$ cat config.mk
export PLATFORM = sky130hd
export DESIGN_NAME = keypad_calculator_stopwatch
export DESIGN_NICKNAME = d
export VERILOG_FILES = /design/src/kcs_pkg.sv /design/src/kcs_calc.sv /design/src/kcs_timer.sv /design/src/keypad_calculator_stopwatch.sv
export VERILOG_INCLUDE_DIRS = /design/src /design/src/src
export SDC_FILE = /design/constraint.sdc
export NUM_CORES = 2
export LEC_CHECK = 0
export ABC_AREA = 1
export BUFFER_PORTS_ARGS = -buffer_cell sky130_fd_sc_hd__buf_2
export CAP_MARGIN = 20
export CORE_MARGIN = 2
export CORE_UTILIZATION = 55
export CTS_CLUSTER_SIZE = 12
export DETAILED_ROUTE_END_ITERATION = 8
export GPL_TIMING_DRIVEN = 0
export PLACE_DENSITY_LB_ADDON = 0.08
export SETUP_SLACK_MARGIN = 0.15
export SYNTH_ARGS = -nofsm -noshare
export SYNTH_HDL_FRONTEND = slang
export SYNTH_HIERARCHICAL = 1
export SYNTH_SLANG_ARGS = --single-unit
$ cat constraint.sdc
create_clock -name i_clk -period 11.27 [get_ports i_clk]
set_input_delay 1.127 -clock i_clk [delete_from_list [all_inputs] [get_ports i_clk]]
set_output_delay 1.127 -clock i_clk [all_outputs]
set_load 0.05 [all_outputs]
$ cat src/keypad_calculator_stopwatch_macros.svh
// Assertion macros for the keypad calculator and stopwatch.
// Each macro expects a clock named i_clk and an active-low reset i_rst_n in scope.
`ifndef KEYPAD_CALCULATOR_STOPWATCH_MACROS_SVH
`define KEYPAD_CALCULATOR_STOPWATCH_MACROS_SVH

// Same-cycle implication, checked out of reset
`define KCS_ASSERT_NOW(label, ante, cons, msg) \
    label: assert property (@(posedge i_clk) disable iff (!i_rst_n) (ante) |-> (cons)) \
        else $error(msg);

// Next-cycle implication, checked out of reset
`define KCS_ASSERT_NEXT(label, ante, cons, msg) \
    label: assert property (@(posedge i_clk) disable iff (!i_rst_n) (ante) |=> (cons)) \
        else $error(msg);

`endif

$ cat src/kcs_pkg.sv
// Shared types and constants for the keypad calculator and stopwatch.
// No dependencies; used by kcs_calc, kcs_timer and the top level.
package kcs_pkg;

    // Key codes
    localparam logic [3:0] CODE_DIGIT_MAX = 4'd9;
    localparam logic [3:0] CODE_CLEAR     = 4'd10;
    localparam logic [3:0] CODE_MODE      = 4'd11;
    localparam logic [3:0] CODE_PLUS      = 4'd12;
    localparam logic [3:0] CODE_MINUS     = 4'd13;
    localparam logic [3:0] CODE_MUL       = 4'd14;
    localparam logic [3:0] CODE_ENTER     = 4'd15;

    // Stopwatch limits
    localparam logic [6:0] HUND_LAST = 7'd99;
    localparam logic [5:0] SEC_LAST  = 6'd59;
    localparam logic [5:0] MIN_LAST  = 6'd59;

    // Output word layout
    localparam int unsigned OUT_BITS  = 123;
    localparam int unsigned OUT_BYTES = (OUT_BITS + 7) / 8;

    typedef enum logic [1:0] {
        PH_FIRST  = 2'd0,
        PH_SECOND = 2'd1,
        PH_RESULT = 2'd2
    } t_phase;

    typedef enum logic [1:0] {
        OP_NONE = 2'd0,
        OP_ADD  = 2'd1,
        OP_SUB  = 2'd2,
        OP_MUL  = 2'd3
    } t_op;

    typedef struct packed {
        t_phase      phase;
        logic [31:0] acc;
        logic [31:0] second;
        t_op         op;
        logic [31:0] shown;
        logic        overflow;
    } t_calc;

    typedef struct packed {
        logic       run;
        logic [5:0] mins;
        logic [5:0] secs;
        logic [6:0] hund;
    } t_timer;

endpackage

$ cat src/kcs_calc.sv
// Calculator next-state logic: digit entry, operator select and evaluation.
// Depends on kcs_pkg.
module kcs_calc (
    input  kcs_pkg::t_calc i_state,
    input  logic           i_en,
    input  logic [3:0]     i_key,
    output kcs_pkg::t_calc o_next
);
    import kcs_pkg::*;

    localparam logic signed [31:0] DIGIT_LIMIT = 32'sd100000000;

    logic               w_digit;
    logic               w_oper;
    t_op                w_key_op;
    logic signed [31:0] w_a;
    logic signed [31:0] w_b;
    logic signed [63:0] w_res;
    logic               w_ovf;

    // Append one decimal digit while the operand stays under the limit
    function automatic logic [31:0] append_digit(input logic [31:0] v, input logic [3:0] d);
        logic [31:0] r;
        begin
            r = v;
            if ($signed(v) < DIGIT_LIMIT) begin
                r = (v << 3) + (v << 1) + {28'd0, d};
            end
            return r;
        end
    endfunction

    assign w_digit = i_key <= CODE_DIGIT_MAX;
    assign w_oper  = i_key inside {CODE_PLUS, CODE_MINUS, CODE_MUL};

    // Map operator key to operator code
    always_comb begin
        case (i_key)
            CODE_PLUS:  w_key_op = OP_ADD;
            CODE_MINUS: w_key_op = OP_SUB;
            CODE_MUL:   w_key_op = OP_MUL;
            default:    w_key_op = OP_NONE;
        endcase
    end

    // Evaluate the pending operation at full width and range-check it
    assign w_a = $signed(i_state.acc);
    assign w_b = $signed(i_state.second);

    always_comb begin
        case (i_state.op)
            OP_ADD:  w_res = 64'(w_a) + 64'(w_b);
            OP_SUB:  w_res = 64'(w_a) - 64'(w_b);
            OP_MUL:  w_res = 64'(w_a) * 64'(w_b);
            default: w_res = '0;
        endcase
    end

    assign w_ovf = !((&w_res[63:31]) || !(|w_res[63:31]));

    // Step the calculator for one key
    always_comb begin
        o_next = i_state;
        if (i_en) begin
            case (i_state.phase)
                PH_FIRST: begin
                    if (w_digit) begin
                        o_next.acc = append_digit(i_state.acc, i_key);
                    end else if (w_oper) begin
                        o_next.op    = w_key_op;
                        o_next.phase = PH_SECOND;
                    end else if (i_key == CODE_CLEAR) begin
                        o_next.acc = '0;
                    end
                end
                PH_SECOND: begin
                    if (w_digit) begin
                        o_next.second = append_digit(i_state.second, i_key);
                    end else if (i_key == CODE_ENTER) begin
                        o_next.shown    = i_state.acc;
                        o_next.overflow = w_ovf;
                        o_next.acc      = w_ovf ? 32'd0 : w_res[31:0];
                        o_next.phase    = PH_RESULT;
                    end else if (i_key == CODE_CLEAR) begin
                        o_next.acc    = '0;
                        o_next.second = '0;
                        o_next.op     = OP_NONE;
                        o_next.phase  = PH_FIRST;
                    end
                end
                PH_RESULT: begin
                    if (w_digit) begin
                        o_next.acc    = {28'd0, i_key};
                        o_next.second = '0;
                        o_next.op     = OP_NONE;
                        o_next.phase  = PH_FIRST;
                    end else if (w_oper) begin
                        o_next.op     = w_key_op;
                        o_next.second = '0;
                        o_next.phase  = PH_SECOND;
                    end else if (i_key == CODE_CLEAR) begin
                        o_next.acc    = '0;
                        o_next.second = '0;
                        o_next.op     = OP_NONE;
                        o_next.phase  = PH_FIRST;
                    end
                end
                default: begin
                    o_next = i_state;
                end
            endcase
        end
    end

endmodule

$ cat src/kcs_timer.sv
// Stopwatch next-state logic: tick counting, start/stop, reset and beep.
// Depends on kcs_pkg.
module kcs_timer (
    input  kcs_pkg::t_timer i_state,
    input  logic            i_tick,
    input  logic            i_key_en,
    input  logic [3:0]      i_key,
    input  logic            i_stop,
    input  logic            i_mode,
    output kcs_pkg::t_timer o_next,
    output logic            o_beep
);
    import kcs_pkg::*;

    always_comb begin
        o_next = i_state;
        o_beep = 1'b0;
        if (i_tick) begin
            // Advance hundredths, carry into seconds and minutes
            if (i_state.run) begin
                if (i_state.hund >= HUND_LAST) begin
                    o_next.hund = '0;
                    if (i_state.secs >= SEC_LAST) begin
                        o_next.secs = '0;
                        o_next.mins = (i_state.mins >= MIN_LAST) ? 6'd0 : i_state.mins + 6'd1;
                    end else begin
                        o_next.secs = i_state.secs + 6'd1;
                    end
                    o_beep = i_mode && (o_next.secs inside {6'd10, 6'd20, 6'd30, 6'd40, 6'd50});
                end else begin
                    o_next.hund = i_state.hund + 7'd1;
                end
            end
        end else if (i_stop) begin
            // Mode change always halts the stopwatch
            o_next.run = 1'b0;
        end else if (i_key_en) begin
            if (i_key == CODE_ENTER) begin
                o_beep     = !i_state.run;
                o_next.run = !i_state.run;
            end else if (i_key == CODE_CLEAR) begin
                o_next = '0;
            end
        end
    end

endmodule

$ cat src/keypad_calculator_stopwatch.sv
// Keypad calculator and stopwatch. Every input word is a key press or a 10 ms tick
// (tuser bit 0 set) and produces exactly one output word carrying the full state
// after that item plus a beep flag. One word is accepted every clock cycle while the output
// is not stalled; the result word passes through the input register and then the state
// register that doubles as the output register. A stalled output holds both stages.
// Throughput is limited by the state feedback, whose longest path is the 32x32 signed
// multiply and range check taken on ENTER. Ticks count only while the stopwatch runs,
// which happens only in timer mode, since a mode change halts it.
// Depends on kcs_pkg, kcs_calc, kcs_timer and keypad_calculator_stopwatch_macros.svh.
`include "keypad_calculator_stopwatch_macros.svh"

module keypad_calculator_stopwatch (
    input  logic                                i_clk,
    input  logic                                i_rst_n,
    input  logic                                i_s_tvalid,
    output logic                                o_s_tready,
    input  logic [7:0]                          i_s_tdata,   // [3:0] key_code
    input  logic [0:0]                          i_s_tuser,   // [0] opcode (1 = tick)
    output logic                                o_m_tvalid,
    input  logic                                i_m_tready,
    // [0] timer_mode, [2:1] calc_phase, [34:3] accumulator, [66:35] second_operand,
    // [68:67] operator_code, [100:69] shown_first_operand, [101] overflow,
    // [107:102] minutes, [113:108] seconds, [120:114] hundredths, [121] running,
    // [122] beep
    output logic [kcs_pkg::OUT_BYTES*8-1:0]     o_m_tdata
);
    import kcs_pkg::*;

    logic       r_in_valid;
    logic       r_op;
    logic [3:0] r_key;
    logic       r_out_valid;
    logic       r_mode;
    t_calc      r_calc;
    t_timer     r_timer;
    logic       r_beep;

    logic       n_mode;
    t_calc      n_calc;
    t_timer     n_timer;
    logic       n_beep;
    logic       w_out_free;
    logic       w_proc;
    logic       w_key;
    logic       w_mode_key;

    // Handshake: the input stage frees up as soon as its word moves on
    assign w_out_free = !r_out_valid || i_m_tready;
    assign w_proc     = r_in_valid && w_out_free;
    assign o_s_tready = !r_in_valid || w_out_free;

    // Decode the held word
    assign w_key      = w_proc && !r_op;
    assign w_mode_key = w_key && (r_key == CODE_MODE);
    assign n_mode     = r_mode ^ w_mode_key;

    kcs_calc u_calc (
        .i_state (r_calc),
        .i_en    (w_key && !w_mode_key && !r_mode),
        .i_key   (r_key),
        .o_next  (n_calc)
    );

    kcs_timer u_timer (
        .i_state  (r_timer),
        .i_tick   (w_proc && r_op),
        .i_key_en (w_key && !w_mode_key && r_mode),
        .i_key    (r_key),
        .i_stop   (w_mode_key),
        .i_mode   (r_mode),
        .o_next   (n_timer),
        .o_beep   (n_beep)
    );

    // Input register: hold the word until the state stage takes it
    always_ff @(posedge i_clk) begin
        if (!i_rst_n) begin
            r_in_valid <= 1'b0;
        end else if (o_s_tready) begin
            r_in_valid <= i_s_tvalid;
        end
        if (o_s_tready && i_s_tvalid) begin
            r_op  <= i_s_tuser[0];
            r_key <= i_s_tdata[3:0];
        end
    end

    // State and output register: advance once per processed word
    always_ff @(posedge i_clk) begin
        if (!i_rst_n) begin
            r_out_valid <= 1'b0;
            r_mode      <= 1'b0;
            r_calc      <= '0;
            r_timer     <= '0;
            r_beep      <= 1'b0;
        end else begin
            r_out_valid <= w_proc || (r_out_valid && !i_m_tready);
            if (w_proc) begin
                r_mode  <= n_mode;
                r_calc  <= n_calc;
                r_timer <= n_timer;
                r_beep  <= n_beep;
            end
        end
    end

    assign o_m_tvalid = r_out_valid;
    assign o_m_tdata  = {{(OUT_BYTES*8-OUT_BITS){1'b0}},
                         r_beep, r_timer.run, r_timer.hund, r_timer.secs, r_timer.mins,
                         r_calc.overflow, r_calc.shown, r_calc.op, r_calc.second,
                         r_calc.acc, r_calc.phase, r_mode};

    // Checks
    `KCS_ASSERT_NOW(a_time_range, 1'b1,
        r_timer.hund <= HUND_LAST && r_timer.secs <= SEC_LAST && r_timer.mins <= MIN_LAST,
        "stopwatch count out of range")
    `KCS_ASSERT_NOW(a_run_in_timer, r_timer.run, r_mode,
        "stopwatch running in calculator mode")
    `KCS_ASSERT_NEXT(a_state_hold, !w_proc,
        $stable(r_calc) && $stable(r_timer) && $stable(r_mode) && $stable(r_beep),
        "state changed without a processed word")
    `KCS_ASSERT_NEXT(a_in_hold, r_in_valid && !w_out_free,
        r_in_valid && $stable(r_key) && $stable(r_op),
        "held input word lost or changed")
    `KCS_ASSERT_NOW(a_no_phase3, 1'b1, r_calc.phase <= PH_RESULT,
        "calculator reached unused phase")

endmodule

* Yosys cells after proc, flatten, opt, wreduce, memory -nomap -nowiden
Cells that the tools add are included.
** Word-level totals
- Word-level logic and storage cells :: 157
- Output and inout port bits :: 130
- Input bits :: 13
- Bits in registers :: 130
** Operators by class
- Order comparisons :: 6
- Muxes and demuxes :: 48
- $add $sub $neg :: 9
- Eq/ne operators :: 31
- Multipliers :: 1
- Bitwise operators :: 3
- Reduce and logical (&&, ||, !) cells :: 43
** Operators by type and width (number)
- 2-to-1 mux 32 bit :: 8
- one-hot mux 64 bit (3 select lines) :: 1
- 2-to-1 mux 34 bit :: 4
- 2-to-1 mux 68 bit :: 2
- one-hot mux 34 bit (3 select lines) :: 1
- 2-to-1 mux 19 bit :: 4
- adder 32 bit :: 2
- adder 32 x 4 -> 32 bit :: 2
- less-than comparator 32 x 28 -> 1 bit, second input constant :: 2
- multiplier 32 x 32 -> 64 bit :: 1
- one-hot mux 32 bit (2 select lines) :: 1
- 2-to-1 mux 20 bit :: 2
- 2-to-1 mux 6 bit :: 6
- 2-to-1 mux 35 bit :: 1
- adder 32 x 32 -> 33 bit :: 1
- 2-to-1 mux 33 bit :: 1
- AND reduction 33 bit :: 1
- OR reduction 33 bit :: 1
- subtractor 32 x 32 -> 33 bit :: 1
- == test 4 bit, second input constant :: 6
- AND reduction 8 bit :: 2
- AND reduction 7 bit :: 2
- adder 6 x 1 -> 6 bit, second input constant :: 2
- == test 6 x 5 -> 1 bit, second input constant :: 2
- 30 further kinds :: 85

* Longest topological paths before layout
- Depth in word-level cells :: 11
- Depth in mapped cells :: 46
- Gate-level depth less buffers :: 43

* Cells and area by module
Netlist, hierarchy kept.
** Modules (own cells, without submodules)
- kcs_calc :: cells an instance 7000, area an instance 49797.8 um^2, sequential area each 0.0 um^2, instances 1
- keypad_calculator_stopwatch :: cells an instance 570, area an instance 4618.2 um^2, sequential area each 2652.5 um^2, instances 1
- kcs_timer :: cells an instance 183, area an instance 943.4 um^2, sequential area each 0.0 um^2, instances 1

* Least setup slack after synthesis
Ideal clock, no wire load.
- Kind :: register to register
- Start :: register r_calc, in the netlist o_m_tdata[34]
- End :: register r_calc, in the netlist o_m_tdata[27]
- Data required time :: 11.206 ns
- Stages on the path, launching flop included :: 39
- Setup time :: 0.064 ns
- Data arrival time :: 8.631 ns
- Path buffers :: 3
- Clock period less this slack :: 8.695 ns
- Path slack :: 2.575 ns
- Path through :: dfxtp_1 > clkbuf_1 > buf_1 > nand2_1 > inv_1 > fa_1 > fa_1 > inv_1 > fa_1 > inv_1 > fa_1 > inv_1 > fa_1 > fa_1 > fa_1 > fa_1 > inv_1 > ha_1 > (+3 left out) > nor4_1 > nand2_1 > nand3_1 > nand3_1 > nand2_1 > nand2_1 > nor2_1 > nand2_1 > nor2_1 > nand3_2 > nand2_4 > buf_12 > nand2_2 > nand2_1 > nand2_1 > a21oi_2 > o21ai_0 > nor2_1
** On the way
- Word-level cells in the longest chain between the ends :: 9
- Elaborated cells between the ends (all ways) :: 15
- Classes of those cells :: 2 x add/sub; 1 x mul; 1 x order compare; 1 x eq/ne; 5 x mux; 5 x reduce/logical
** Ends and longest elaborated chain
- start: declaration :: RTL line keypad_calculator_stopwatch.sv:34 : t_calc r_calc;
- start signal: assignment :: RTL line keypad_calculator_stopwatch.sv:100 : r_calc <= n_calc;
- multiplier 32 x 32 -> 64 bit (tied with other cells) :: RTL line kcs_calc.sv:54 : OP_MUL: w_res = 64'(w_a) * 64'(w_b);
- one-hot mux 64 bit (3 select lines) :: RTL line kcs_calc.sv:51 : case (i_state.op)
- OR reduction 33 bit :: RTL line kcs_calc.sv:59 : assign w_ovf = !((&w_res[63:31]) || !(|w_res[63:31]));
- logical NOT 1 bit :: RTL line kcs_calc.sv:59
- logical OR 1 bit :: RTL line kcs_calc.sv:59
- 2-to-1 mux 32 bit :: RTL line kcs_calc.sv:82 : o_next.acc = w_ovf ? 32'd0 : w_res[31:0];
- 2-to-1 mux 34 bit :: RTL line kcs_calc.sv:79 : end else if (i_key == CODE_ENTER) begin
- 2-to-1 mux 34 bit :: RTL line kcs_calc.sv:77 : if (w_digit) begin
- one-hot mux 34 bit (3 select lines) :: RTL line kcs_calc.sv:65 : case (i_state.phase)
Parallel ways exist; a longest one is shown, timed or not. The select of a mux whose other input is x is not followed.
A chain may end at the register's enable or synchronous reset.

* Worst setup path after layout
- Start :: register r_calc, in the netlist o_m_tdata[59]
- End :: register r_calc, in the netlist o_m_tdata[3]
** On the way
- Word-level cells in the longest chain between the ends :: 9
- Elaborated cells between the ends (all ways) :: 12
- Classes of those cells :: 2 x add/sub; 1 x mul; 5 x mux; 4 x reduce/logical
** Ends and longest elaborated chain (RTL line)
- multiplier 32 x 32 -> 64 bit (tied with other cells) :: kcs_calc.sv:54
- one-hot mux 64 bit (3 select lines) (*) :: kcs_calc.sv:51
- OR reduction 33 bit :: kcs_calc.sv:59
- logical NOT 1 bit :: kcs_calc.sv:59
- logical OR 1 bit (*) :: kcs_calc.sv:59
- 2-to-1 mux 32 bit (*) :: kcs_calc.sv:82
- 2-to-1 mux 34 bit (*) :: kcs_calc.sv:79
- 2-to-1 mux 34 bit (*) :: kcs_calc.sv:77
- one-hot mux 34 bit (3 select lines) (*) :: kcs_calc.sv:65
Every way passes the cells marked *; elsewhere a longest branch is shown, timed or not. The select of a mux whose other input is x is not followed.

==> Flow_metrics.wiki <==
{| class="wikitable"
! Metric !! Value
|-
| Run status || finished, final reports clean
|-
| Launching element type of the critical path || register
|-
| Average via count per standard cell || 6.03
|-
| FMAX || 89.9 MHz
|-
| Setup Total Neg Slack || 0 ns
|-
| Crit-path slowest cell || sky130_fd_sc_hd__clkbuf_1
|-
| Post-synthesis instance total || between 7000 and 8000
|-
| Iteration-0 DRC Markers || 8072
|-
| Maximum clock path buffer count || 2
|-
| Internal Dissipation || around 2.2 mW
|-
| Leak pwr || 28.9 nW
|-
| Fraction of power consumed by combinational cells || 0.786
|-
| Area contributors post-synth || sky130_fd_sc_hd__fa_1 (39%), sky130_fd_sc_hd__nand2_1 (14%), sky130_fd_sc_hd__inv_1 (12%)
|-
| Post-layout nets || 9400
|-
| Footprint of the multi-input gates || 0.0445 mm2
|-
| Number of rows created at floorplan || 116
|-
| Number of antenna violations at the first check in global routing || 11
|-
| Area of the mapped netlist || roughly 0.055 mm2
|-
| Cell count after placement || 9193
|-
| DPL Wire Length || about 220000 um
|-
| Root Buffer || sky130_fd_sc_hd__clkbuf_16
|-
| MaxCap Viol Count || 0
|-
| Clock-pin transition on the worst setup and hold timing paths || 0.07 ns
|-
| Layout cell share with drive strength beyond 1 || 0.0457
|-
| Cell repeated most along the worst path || sky130_fd_sc_hd__fa_1
|-
| Grt ovf || 0
|-
| Register share of total power || 0.106
|-
| Die outline area || 0.103 mm2
|-
| Vias || 55700
|-
| Transition time at the pin with the least slew margin || between 1 and 1.5 ns
|-
| Endpoint kind of the worst setup timing path || register
|-
| Area taken by flip-flops and latches || around 0.0027 mm2
|-
| Net Sw Frac || 0.609
|-
| Area delta synth->final || 5.80%
|-
| Sinks on Clock Net || 130
|-
| TritonCTS clock tree || yes
|-
| Tightest Hold Check Type || register to register
|-
| Share of async-settable or async-resettable flops after synthesis || 0
|-
| Total track usage || 0.503
|-
| Top post-synthesis cells by count || sky130_fd_sc_hd__nand2_1 (2040), sky130_fd_sc_hd__inv_1 (1704), sky130_fd_sc_hd__fa_1 (1088), sky130_fd_sc_hd__nor2_1 (544), sky130_fd_sc_hd__ha_1 (372)
|-
| # IOs || 143
|-
| Post-synth EDFFs || 5
|-
| Die Y || around 320 um
|-
| Number of hold buffers added after cts || 0
|-
| Unrepaired setup endpoints after global routing || no
|-
| Non-filler cells, final || 9242
|-
| Share of the synthesized area in the top cell type || 0.393
|-
| Wire length after detailed routing || 260000 um
|-
| Netlist cell types || 62
|-
| Pin count of the biggest net entering global routing || 18
|-
| Stage delay of the slowest cell on the critical path || roughly 0.99 ns
|-
| Via count of the first global-routing pass || ~54000
|-
| Cell accounting for the most synthesized area || sky130_fd_sc_hd__fa_1
|-
| Final Critical Period || 11.12 ns
|-
| Fraction of the cycle the final worst path needs || 0.987
|-
| Peak supply drop || 0.190 mV
|-
| Warnings, synthesis || 6
|-
| Final Slew Violations || 0
|-
| Effective utilization at floorplan || 0.554
|-
| Power, Total || roughly 5.5 mW
|-
| Share of the core filled with cells in the final layout || 0.586
|-
| Critical path data arrival time || 11.51 ns
|-
| Worst EP required || 11.66 ns
|-
| Weighted congestion reported at the end of routability-driven placement || 1.17
|-
| Prevailing post-synth register cell || sky130_fd_sc_hd__dfxtp_1
|-
| First-pass GRT wire length || 369000 um
|-
| Power density relative to cell area || 94.7 mW/mm2
|-
| Pre-Repair DR Iteration Count || 9
|-
| Final Hold Fails || 0
|-
| Sequential share of the synthesized area || 0.0479
|-
| Area of all placed cells without fillers || 0.0586 mm2
|-
| Wire per inst || 28.2 um
|-
| Tightest slew margin relative to the limit || 0.100
|-
| Finish-stage setup viols || 0
|-
| Port buffer count || 132
|-
| Skew-Pair Late Insertion Delay || 0.46 ns
|-
| Count leader, synth || sky130_fd_sc_hd__nand2_1
|-
| Placed Instance Area || a little under 0.06 mm2
|-
| Worst setup path class || register to register
|-
| Net switching power figure || 3.38 mW
|-
| Avg Inst Size Synth || 7.14 um2
|-
| Crit Path Max Fanout || 10
|-
| Clock group share of total power || 0.108
|-
| Level count of the clock H-tree || 4
|-
| Post-Route Skew || 0.0169 ns
|-
| Core footprint || 0.100 mm2
|-
| Flip-flop and latch count after synthesis || 130
|-
| Final ANT Viol Nets || 0
|-
| TritonCTS Buffers || 17
|-
| Die extent in x || 321 um
|-
| Final-layout fill cell count || 9597
|-
| Detailed-route DRC error count || 0
|}
## per-stage QoR
| stage | hold slack [ns] | worst slack (ns) |
|---|---|---|
| after global routing | 0.525 | 0.184 |
| after global placement | 0.482 | 0.0347 |
| after detailed placement | 0.493 | -0.0755 |
| after CTS | 0.502 | 0.178 |
| final | 0.503 | 0.147 |
| after floorplan | 0.456 | 2.57 |
## final cells by class
cell class	count	share of cell area
plain buffers	389	0.0299
repair buffers	151	0.0158
multi-input cells	5511	0.760
well taps	1298	0.0277
flip-flops and latches	130	0.0453
inverters	1727	0.111
clock inverters	14	0.00280
diodes	4	0.000171
clock buffers	18	0.00733
## path summary, 6_finish.rpt
path,slack (ns),cells past startpoint,end,from
min reg2reg,0.50,2,r_beep,r_beep
min,0.50,2,r_beep,r_beep
max,0.15,33,o_m_tdata[3],o_m_tdata[59]
max reg2reg,0.15,33,o_m_tdata[3],o_m_tdata[59]
## placed cells by master (no fill, tap or decap), types with 7 or more instances in the layout
master / netlist / routed
sky130_fd_sc_hd__o31ai_1: 9 / 9
sky130_fd_sc_hd__xnor2_1: 28 / 28
sky130_fd_sc_hd__o22ai_1: 15 / 15
sky130_fd_sc_hd__a31oi_1: 21 / 21
sky130_fd_sc_hd__o21ai_1: 32 / 32
sky130_fd_sc_hd__clkbuf_2: 2 / 15
sky130_fd_sc_hd__nor4_1: 11 / 11
sky130_fd_sc_hd__ha_1: 372 / 372
sky130_fd_sc_hd__nand3_1: 285 / 285
sky130_fd_sc_hd__buf_8: 1 / 12
sky130_fd_sc_hd__inv_2: 15 / 15
sky130_fd_sc_hd__inv_1: 1704 / 1702
sky130_fd_sc_hd__a21oi_1: 326 / 325
sky130_fd_sc_hd__clkbuf_1: 307 / 297
sky130_fd_sc_hd__nor2_1: 544 / 543
sky130_fd_sc_hd__buf_2: 25 / 157
sky130_fd_sc_hd__buf_1: 19 / 16
sky130_fd_sc_hd__o211ai_1: 33 / 33
sky130_fd_sc_hd__a21oi_2: 13 / 14
sky130_fd_sc_hd__a21o_1: 8 / 8
sky130_fd_sc_hd__o21ai_0: 367 / 367
sky130_fd_sc_hd__xor2_1: 32 / 32
sky130_fd_sc_hd__clkinv_1: 7 / 7
sky130_fd_sc_hd__dfxtp_1: 125 / 125
sky130_fd_sc_hd__fa_1: 1088 / 1088
sky130_fd_sc_hd__a22oi_1: 47 / 47
sky130_fd_sc_hd__nand4_1: 47 / 47
sky130_fd_sc_hd__nor3_1: 35 / 35
sky130_fd_sc_hd__clkbuf_16: 0 / 17
sky130_fd_sc_hd__nand2_2: 21 / 21
sky130_fd_sc_hd__nand2_1: 2040 / 2040
sky130_fd_sc_hd__buf_6: 16 / 19
sky130_fd_sc_hd__and3_1: 7 / 7
sky130_fd_sc_hd__nand3b_1: 11 / 11
sky130_fd_sc_hd__buf_4: 17 / 19
sky130_fd_sc_hd__o21bai_1: 23 / 23
sky130_fd_sc_hd__or2_2: 22 / 22
## repair_timing
item | 4_1_cts | 5_1_grt
endpoints found under the setup margin | 2 | 33
cloned | 0 | 0
buffers inserted | 0 | 3
resized for setup | 3 | 31
## worst max-delay path, delay by kind of cell, from the launching register on
family                     cells  cell delay, ns
adders and majority gates      9            4.72
and+or+nand+nor               16            2.64
buffers and inverters          5            2.01
AOI/OAI and AO/OA              3            0.94
DFF                            1            0.72
## state kept, by name, indices dropped and copies added, names as in the netlist
register / count
o_m_tvalid: 1
o_m_tdata: 121
r_op: 1
r_key: 4
r_mode: 1
r_in_valid: 1
r_beep: 1
## power by group through the flow
stage / combinational [mW] / sequential, mW / clock (mW)
after detailed placement: 4.10 / 0.590 / 0
after global placement: 4.06 / 0.588 / 0
after CTS: 4.16 / 0.579 / 0.594
after global routing: 4.59 / 0.585 / 0.612
final: 4.36 / 0.587 / 0.600
after floorplan: 2.49 / 0.651 / 0
## per-layer routing
layer	up-vias	part of all wire	routed length, um	GRT usage
li1	23600	-	-	-
met1	26800	0.37	96100	0.652
met2	4346	0.39	101000	0.682
met3	966	0.17	43600	0.236
met4	18	0.075	19500	0.294
met5	-	0.0011	281	0.00426
## cell families (layout without fill, tap and decap cells)
family                   after synthesis  in the layout  share of synthesized area
AO/OA/AOI/OAI                        932            932                     0.0937
other                                  1              9                  0.0000677
buffers and inverters               2116           2299                      0.148
adder cells (fa/ha/maj)             1460           1460                      0.478
AND/OR/NAND/NOR                     3054           3054                      0.223
XOR/XNOR                              60             60                    0.00949
flip-flops                           130            130                     0.0479
No activity file was read; power rests on OpenSTA's default activity.
